File: config.mk
export PLATFORM = sky130hd
export DESIGN_NAME = sql_statement_splitter
export DESIGN_NICKNAME = d
export VERILOG_FILES = /design/src/sv/sqlss_pkg.sv /design/src/sv/sqlss_core.sv /design/src/sv/sqlss_outreg.sv /design/src/sv/sql_statement_splitter.sv
export SDC_FILE = /design/constraint.sdc
export NUM_CORES = 1
export LEC_CHECK = 0
export ABC_CLOCK_PERIOD_IN_PS = 8500
export BUFFER_PORTS_ARGS = -buffer_cell sky130_fd_sc_hd__buf_2
export CELL_PAD_IN_SITES_DETAIL_PLACEMENT = 0
export CELL_PAD_IN_SITES_GLOBAL_PLACEMENT = 2
export CORE_ASPECT_RATIO = 1.4
export CORE_MARGIN = 5
export CORE_UTILIZATION = 34
export DETAILED_ROUTE_END_ITERATION = 10
export PLACE_DENSITY = 0.79
export SYNTH_ARGS = -nofsm -noshare
export SYNTH_HDL_FRONTEND = slang
export SYNTH_SLANG_ARGS = --single-unit
File: constraint.sdc
create_clock -name clk -period 8.5 [get_ports clk]
set_clock_uncertainty 0.15 [all_clocks]
set_input_delay 1.7 -clock clk [delete_from_list [all_inputs] [get_ports clk]]
set_output_delay 1.7 -clock clk [all_outputs]
set_load 0.02 [all_outputs]
File: src/sv/sqlss_pkg.sv
package sqlss_pkg;

	localparam int PART_SIZE_BITS = 32;

	localparam logic [31:0] MAX_PART_RESET = 32'd1048576;
	localparam logic [30:0] GIB_LIMIT      = 31'd1073741824;

	localparam logic [7:0] CH_BACKSLASH = 8'h5C;
	localparam logic [7:0] CH_QUOTE     = 8'h27;
	localparam logic [7:0] CH_SEMI      = 8'h3B;

	typedef enum logic [1:0] {
		ERR_NONE = 2'd0,
		ERR_PART = 2'd1,
		ERR_GIB  = 2'd2
	} error_code_t;

	typedef struct packed {
		logic [7:0] data_byte;
		logic       last_byte;
	} in_item_t;

	typedef struct packed {
		logic [30:0] statement_bytes;
		logic        starts_new_part;
		logic [31:0] part_number;
		logic [31:0] part_fill;
		logic        at_stream_end;
		error_code_t error_code;
	} out_item_t;

endpackage

File: src/sv/sqlss_core.sv
module sqlss_core (
	input  logic                clk,
	input  logic                arst_n,
	input  logic                fire,
	input  sqlss_pkg::in_item_t item,
	input  logic [31:0]         max_part_bytes,
	output logic                res_valid,
	output sqlss_pkg::out_item_t res,
	output logic                stopped
);
	import sqlss_pkg::*;

	logic                      after_bs_q, in_quote_q, stopped_q;
	logic [30:0]               stmt_cnt_q;
	logic [31:0]               fill_q;
	logic [PART_SIZE_BITS-1:0] part_q;

	logic                      n_bs, n_quote, n_stop, hit, semi;
	logic [30:0]               n_cnt, cnt;
	logic [31:0]               n_fill;
	logic [PART_SIZE_BITS-1:0] n_part;
	logic [32:0]               sum;

	always_comb begin
		n_bs    = after_bs_q;
		n_quote = in_quote_q;
		n_stop  = stopped_q;
		n_cnt   = stmt_cnt_q;
		n_fill  = fill_q;
		n_part  = part_q;
		hit     = 1'b0;
		semi    = 1'b0;

		if (after_bs_q) begin
			n_bs = 1'b0;
		end else if (item.data_byte == CH_BACKSLASH) begin
			n_bs = 1'b1;
		end else if (item.data_byte == CH_QUOTE) begin
			n_quote = !in_quote_q;
		end else if (item.data_byte == CH_SEMI && !in_quote_q) begin
			semi = 1'b1;
		end

		cnt = stmt_cnt_q + 31'd1;
		sum = {1'b0, fill_q} + {2'b00, cnt};

		res.statement_bytes = cnt;
		res.starts_new_part = 1'b0;
		res.part_number     = 32'(part_q);
		res.part_fill       = fill_q;
		res.at_stream_end   = item.last_byte;
		res.error_code      = ERR_NONE;

		if (!stopped_q) begin
			if (!semi && cnt > GIB_LIMIT) begin
				hit            = 1'b1;
				res.error_code = ERR_GIB;
				n_stop         = 1'b1;
				n_cnt          = cnt;
			end else if (semi || item.last_byte) begin
				hit = 1'b1;
				if ({1'b0, cnt} > max_part_bytes) begin
					res.error_code = ERR_PART;
					n_stop         = 1'b1;
					n_cnt          = cnt;
				end else begin
					if (fill_q == 32'd0) begin
						n_fill              = {1'b0, cnt};
						res.starts_new_part = 1'b1;
					end else if (sum > {1'b0, max_part_bytes}) begin
						n_part              = part_q + 1'b1;
						n_fill              = {1'b0, cnt};
						res.starts_new_part = 1'b1;
					end else begin
						n_fill = sum[31:0];
					end
					res.part_number = 32'(n_part);
					res.part_fill   = n_fill;
					n_cnt           = '0;
					n_bs            = 1'b0;
					n_quote         = 1'b0;
					// stream end: next byte starts over in part 0
					if (item.last_byte) begin
						n_fill = '0;
						n_part = '0;
					end
				end
			end else begin
				n_cnt = cnt;
			end
		end
	end

	always_ff @(posedge clk or negedge arst_n) begin
		if (!arst_n) begin
			after_bs_q <= 1'b0;
			in_quote_q <= 1'b0;
			stopped_q  <= 1'b0;
			stmt_cnt_q <= '0;
			fill_q     <= '0;
			part_q     <= '0;
		end else if (fire) begin
			after_bs_q <= n_bs;
			in_quote_q <= n_quote;
			stopped_q  <= n_stop;
			stmt_cnt_q <= n_cnt;
			fill_q     <= n_fill;
			part_q     <= n_part;
		end
	end

	assign res_valid = fire && hit;
	assign stopped   = stopped_q;

endmodule

File: src/sv/sqlss_outreg.sv
module sqlss_outreg (
	input  logic                 clk,
	input  logic                 arst_n,
	input  logic                 load,
	input  sqlss_pkg::out_item_t load_data,
	output logic                 advance,
	output logic                 out_valid,
	input  logic                 out_stall,
	output sqlss_pkg::out_item_t out_data
);
	import sqlss_pkg::*;

	logic      valid_q;
	out_item_t data_q;

	// register is free when empty or its request leaves this cycle
	assign advance = !valid_q || !out_stall;

	always_ff @(posedge clk or negedge arst_n) begin
		if (!arst_n) begin
			valid_q <= 1'b0;
		end else if (advance) begin
			valid_q <= load;
		end
	end

	always_ff @(posedge clk) begin
		if (advance && load) begin
			data_q <= load_data;
		end
	end

	assign out_valid = valid_q;
	assign out_data  = data_q;

endmodule

File: src/sv/sql_statement_splitter.sv
// An accepted request is registered in the input stage, its result (if any)
// in the output register. Throughput: one byte per cycle while the output
// is not stalled; the per-byte update (flags, adds, compares) is combinational.
// Reset: asynchronous, active low; clears all stream and part state, the
// stopped flag and both valids, and sets max_part_bytes to 1048576.
module sql_statement_splitter (
	input  logic                 clk,
	input  logic                 arst_n,
	input  logic                 in_valid,
	output logic                 in_stall,
	input  sqlss_pkg::in_item_t  in_data,
	output logic                 out_valid,
	input  logic                 out_stall,
	output sqlss_pkg::out_item_t out_data,
	input  logic                 cfg_valid,
	output logic                 cfg_ready,
	input  logic [31:0]          cfg_data
);
	import sqlss_pkg::*;

	logic        s1_valid;
	in_item_t    item_s1;
	logic [31:0] max_part_q;
	logic        advance, fire, take, res_valid, core_stopped;
	out_item_t   res;

	assign cfg_ready = 1'b1;

	always_ff @(posedge clk or negedge arst_n) begin
		if (!arst_n) begin
			max_part_q <= MAX_PART_RESET;
		end else if (cfg_valid && cfg_ready) begin
			max_part_q <= cfg_data;
		end
	end

	assign fire     = s1_valid && advance;
	assign in_stall = s1_valid && !advance;
	assign take     = in_valid && !in_stall;

	always_ff @(posedge clk or negedge arst_n) begin
		if (!arst_n) begin
			s1_valid <= 1'b0;
		end else begin
			s1_valid <= take || (s1_valid && !fire);
		end
	end

	always_ff @(posedge clk) begin
		if (take) begin
			item_s1 <= in_data;
		end
	end

	sqlss_core u_core (
		.clk            (clk),
		.arst_n         (arst_n),
		.fire           (fire),
		.item           (item_s1),
		.max_part_bytes (max_part_q),
		.res_valid      (res_valid),
		.res            (res),
		.stopped        (core_stopped)
	);

	sqlss_outreg u_outreg (
		.clk       (clk),
		.arst_n    (arst_n),
		.load      (res_valid),
		.load_data (res),
		.advance   (advance),
		.out_valid (out_valid),
		.out_stall (out_stall),
		.out_data  (out_data)
	);

	a_stopped_silent: assert property (@(posedge clk) disable iff (!arst_n)
		core_stopped |-> !res_valid)
		else $error("result produced while stopped");

	a_error_stops: assert property (@(posedge clk) disable iff (!arst_n)
		res_valid && res.error_code != ERR_NONE |=> core_stopped)
		else $error("error did not stop the block");

	a_take_lands: assert property (@(posedge clk) disable iff (!arst_n)
		take |=> s1_valid)
		else $error("accepted request lost from input stage");

	a_fill_covers: assert property (@(posedge clk) disable iff (!arst_n)
		out_valid && out_data.error_code == ERR_NONE
		|-> out_data.part_fill >= {1'b0, out_data.statement_bytes})
		else $error("part fill below statement length");

endmodule
Word level (Yosys, flattened, before mapping)
Index checks and enable logic that the tools add are counted.
{"block": "op_classes", "n_addsub": 3, "n_eq_ne": 3, "bitwise_logic": 4, "n_lt_le_gt_ge": 3, "mux": 42, "n_reduce_logical": 23}
{"op": "$mux 64", "count": 4}
{"op": "$mux 32", "count": 6}
{"op": "$mux 31", "count": 3}
{"op": "$add 32x31->33", "count": 1}
{"op": "$gt 33x32->1", "count": 1}
{"op": "$add 32x1->32 const B", "count": 1}
{"op": "$gt 31x32->1", "count": 1}
{"op": "$logic_not 32->1", "count": 1}
{"op": "$add 31x1->31 const B", "count": 1}
{"op": "$gt 31x31->1 const B", "count": 1}
{"op": "$mux 1", "count": 27}
{"op": "$eq 8x6->1 const B", "count": 2}
{"op": "$eq 8x7->1 const B", "count": 1}
{"op": "$logic_and 1x1->1", "count": 8}
{"op": "$logic_not 1->1", "count": 7}
{"op": "$reduce_and 5->1", "count": 1}
{"op": "$mux 2", "count": 2}
{"op": "$not 1->1", "count": 4}
{"op": "$reduce_or 4->1", "count": 1}
{"op": "$logic_or 1x1->1", "count": 3}
{"op": "$reduce_or 3->1", "count": 1}
{"op": "$reduce_and 2->1", "count": 1}
{"block": "totals", "register_bits": 240}

Longest topological paths before layout
{"block": "depth", "ltp_word": 12, "ltp_mapped": 30}

Cells and area by module
From an unflattened synthesis, not the netlist that was laid out.
{"block": "hier_totals", "cells_unflattened": 1515, "area_unflattened_um2": 14983.1}
{"mod": "sqlss_core", "area_per_inst_um2": 10281.1, "instances": 1, "cells_each": 1327, "seq_area_each_um2": 2452.4}
{"mod": "sqlss_outreg", "area_per_inst_um2": 3020.4, "instances": 1, "cells_each": 103, "seq_area_each_um2": 2997.9}
{"mod": "sql_statement_splitter", "area_per_inst_um2": 1681.6, "instances": 1, "cells_each": 85, "seq_area_each_um2": 1097.3}

Worst setup path after synthesis
Ideal clock, no wire load.
{"block": "synth_timing", "path_kind": "register to register", "from": "reg u_core.stmt_cnt_q[0]", "to": "reg u_outreg.data_q (netlist bit u_outreg.out_data[0]), enable pin", "required_ns": 7.759, "synth_period_minus_slack_ns": 8.075, "arrival_time_ns": 7.335, "setup_ns": 0.591, "path_slack_ns": 0.425, "path_stages_with_launch": 10, "path_buffers": 0, "cell_sequence": "dfrtp_1 > ha_1 > nand4_1 > nor4_1 > nand3_1 > xnor2_1 > nor4_1 > and4b_1 > or2_2 > a21oi_1"}
{"item": "from (decl)", "line": "sqlss_core.sv:14", "text": "logic [30:0] stmt_cnt_q;"}
{"item": "from (signal assigned)", "line": "sqlss_core.sv:106", "text": "stmt_cnt_q <= n_cnt;"}
{"item": "to (signal assigned)", "line": "sqlss_outreg.sv:29", "text": "data_q <= load_data;"}
{"item": "to (decl)", "line": "sqlss_outreg.sv:14", "text": "out_item_t data_q;"}

==> flow_summary.toml <==
[clock_network]
cts_root_buffer = "clkbuf_16"
cts.clk_slew.worst_paths_ns = 0.06
cts_resized = 0
clock_latency_ns = 0.56
cts.sinks = 240
cts_tree = "built"
cts_setup_buffers = 0
cts_hold_buffers = 0
htreeDepth = 1
cts_buffers = 27
cts_max_path_buffers = 3

[timing]
tns_ns = 0
maxSlewViolCount = 0
setup_violations = 0
hold_viol = 0
fin_crit_sh_pct = 90.9
fmax_mhz = 129
finalCriticalPeriod_ns = 7.73
rsz0062_at_grt = "no"
hold_slack_ns = 0.350
slew_headroom_pct = 40.6
worst_pin_slew_ns = 0.890

[flow_run]
cap_violations = 0

[global_route]
grt_pass1_wl_microns = 69500
antenna_found_initial = 0
track_usage_pct = 19.0
grt_max_degree = 86
grt_overflow = 0
grt_pass1_vias = 11600

[logic_synthesis]
syn_area_sq_um = 14300
yosysTopAreaCell = "dfrtp_1"
ys_types = 78
async_reset_ff_share_pct = 55.0
synth_edf_count = 108
synth_common_cells = "nand2_1 (234), o21ai_0 (161), dfrtp_1 (131)"
synthFlopType = "dfrtp_1"
syn-num-nets = 1654
synth_top_area_share_pct = 22.9
yosysSeqAreaShare_pct = 45.7
syn_inst = 1509
synth.avg_cell_area_sq_um = 9.50
synthTopCellsByArea = "dfrtp_1 (23%), edfxtp_1 (23%), ha_1 (8.6%)"
synth_warnings = 0
synth-seq-cells = 240
synth_most_common_cell = "nand2_1"

[critical_path]
crit_family = "compound AO/OA/AOI/OAI gates"
crit_arrival_ns = 7.87
reg2reg_from = "u_core.stmt_cnt_q[0]$_DFFE_PN0P_"
worst-path-buf-inv = 3
worstPathMaxFanout = 10
worstPathRequired_ns = 8.64
crit_top_cell = "a21oi_1"
max_stage_delay_ns = 0.61
critical_path_class = "reg -> reg"
r2r_slack_ns = 0.77
crit_path_start_kind = "register"
critical_path.slowest_cell = "a21oi_1"
cp-end-kind = "register"
reg2regPathDepth = 27
timing.rr.end = "u_outreg.out_data[52]$_DFFE_PP_"

[floorplan]
start_util_pct = 34.1
die_area_sq_um = 46400
io_pins = 148
rows = 89
die_width_microns = 184
core_sq_um = 42000
die_y_microns = 253

[cells_and_area]
nets = 1787
fill_cells = 4176
antenna_cells = 0
drive_gt1_share_pct = 16.2
synthToLayoutAreaGrowth_pct = 16.1

[drt]
drt_iter0_markers = 897
ant_nets = 0
route.final.wire_length_microns = 44700
avgRoutedWirePerCell_microns = 20.3
dr.pass1.iters = 6
routed-via-count = 11800
drc = 0
viasPerCell = 5.35

[hold_path]
hold-path-endpoint = "u_core.after_bs_q$_DFFE_PN0P_"
worstHoldPathType = "reg -> reg"
hold_depth = 2
min_from = "u_core.after_bs_q$_DFFE_PN0P_"

[pwr]
power.internal_mw = 2.33
power_density_nw_per_um2 = 210
p_comb_share_pct = 25.5
leakage_nw = 7.29
max-vdd-ir-drop_mv = 0.141
p_sw_share_pct = 33.4
finalPower_mw = 3.50
pwr-share-seq_pct = 40.2
clockPowerShare_pct = 34.3
p_sw_mw = 1.17

[outcome]
status = "finished, final reports clean"

[place]
place_congestion = 0.915
place.port_buffers = 146
place.detailed.hpwl_microns = 33100
[how the worst max path moves through the flow]
stage                                         end  cells after the start  slack (ns)                              from
2_1_floorplan  u_outreg.out_data[0]$_SDFFCE_PP0P_                      9        0.42  u_core.stmt_cnt_q[0]$_DFFE_PN0P_
3_3_place_gp      u_outreg.out_data[62]$_DFFE_PP_                     24        0.86  u_core.stmt_cnt_q[0]$_DFFE_PN0P_
4_1_cts           u_outreg.out_data[60]$_DFFE_PP_                     27        0.77  u_core.stmt_cnt_q[0]$_DFFE_PN0P_
3_5_place_dp      u_outreg.out_data[60]$_DFFE_PP_                     27        0.83  u_core.stmt_cnt_q[0]$_DFFE_PN0P_
5_1_grt           u_outreg.out_data[60]$_DFFE_PP_                     27        0.26  u_core.stmt_cnt_q[0]$_DFFE_PN0P_
6_report          u_outreg.out_data[52]$_DFFE_PP_                     27        0.77  u_core.stmt_cnt_q[0]$_DFFE_PN0P_
[layout make-up]
cell class                 count  area (sq um)  area share (%)
timing repair buffer         179          1010            6.07
clock inverter                18           193            1.16
clock buffer                  31           701            4.21
multi-input combinational   1115          7210            43.3
inverter                      79           297            1.78
sequential                   240          6550            39.4
tap                          546           683            4.11
[logic make-up after synthesis]
kind of cell | Yosys count | synth area share, %
simple gates | 509 | 17.1
compound gates | 396 | 17.1
flops | 240 | 45.7
buf+inv | 154 | 4.23
fa+ha+maj | 99 | 8.69
xor+xnor | 83 | 5.07
mux | 27 | 2.09
other cells | 1 | 0.0262
[flip-flops by register name, summed over array words and instances, names as in the netlist]
name and count:
u_core.after_bs_q 1, u_core.stmt_cnt_q 31, s1_valid 1, u_core.fill_q 32
u_core.in_quote_q 1, u_core.part_q 32, u_core.stopped 1, max_part_q 32
item_s1 9, u_outreg.out_data 99, u_outreg.out_valid 1
[layer usage]
layer | track usage (%) | share of wire, %
met2 | 32.9 | 50
met3 | 1.91 | 4.1
met4 | 5.41 | 2.7
met1 | 25.1 | 43
met5 | 0 | 0
[placed cells by master (no fill, tap or decap), types with 13 or more instances in the layout]
cell and count:
nand4_1 36, o31ai_1 41, dfrtp_1 131, nor4_1 20, nor3_1 20, xor2_1 32, and3_1 18, nand2_1 234
nor2_1 59, nand3_1 40, o21ai_0 160, a22o_1 13, inv_1 78, nand2b_1 17, buf_4 31, a21o_1 15
xnor2_1 51, a31oi_1 19, buf_2 145, mux2_2 23, a21oi_1 76, clkbuf_16 27, edfxtp_1 108, ha_1 98
[through the flow]
stage / setup slack (ns) / std cells / instance area (sq um) / utilization [%]
final: 0.771 / 2208 / 16600 / 39.6
after global routing: 0.259 / 2208 / 16600 / 39.6
after CTS: 0.769 / 2208 / 16600 / 39.6
after detailed placement: 0.829 / 2159 / 15700 / 37.5
after global placement: 0.860 / 2159 / 15700 / 37.5
after floorplan: 0.425 / 1509 / 14300 / -
[power by group through the flow]
stage	Combinational, mW	Sequential (mW)	Clock, mW
finish	0.892	1.40	1.20
global route	0.995	1.42	1.28
CTS	0.904	1.40	1.24
detailed placement	0.900	1.43	0
global placement	0.897	1.43	0
floorplan	0.536	1.47	0
[worst reg2reg max path, cell delays in order (launching register included)]
cell and delay [ns]:
dfrtp_1 0.52, ha_1 0.33, nand4_1 0.28, or3_1 0.42, xor2_1 0.33, inv_1 0.20
ha_1 0.41, a21oi_1 0.16, o21ai_0 0.16, and3_1 0.22, a211oi_1 0.23, buf_4 0.20
o31ai_1 0.09, buf_4 0.17, a21boi_0 0.32, o221ai_1 0.19, a21oi_1 0.20, xnor2_1 0.15
ha_1 0.32, nand3_1 0.10, or3_1 0.37, nor4_1 0.28, a2111o_1 0.21, a21oi_1 0.17
a21oi_1 0.61, nand2_1 0.35, nor3_1 0.27, xor2_1 0.09
(Power assumes the default switching activity.)
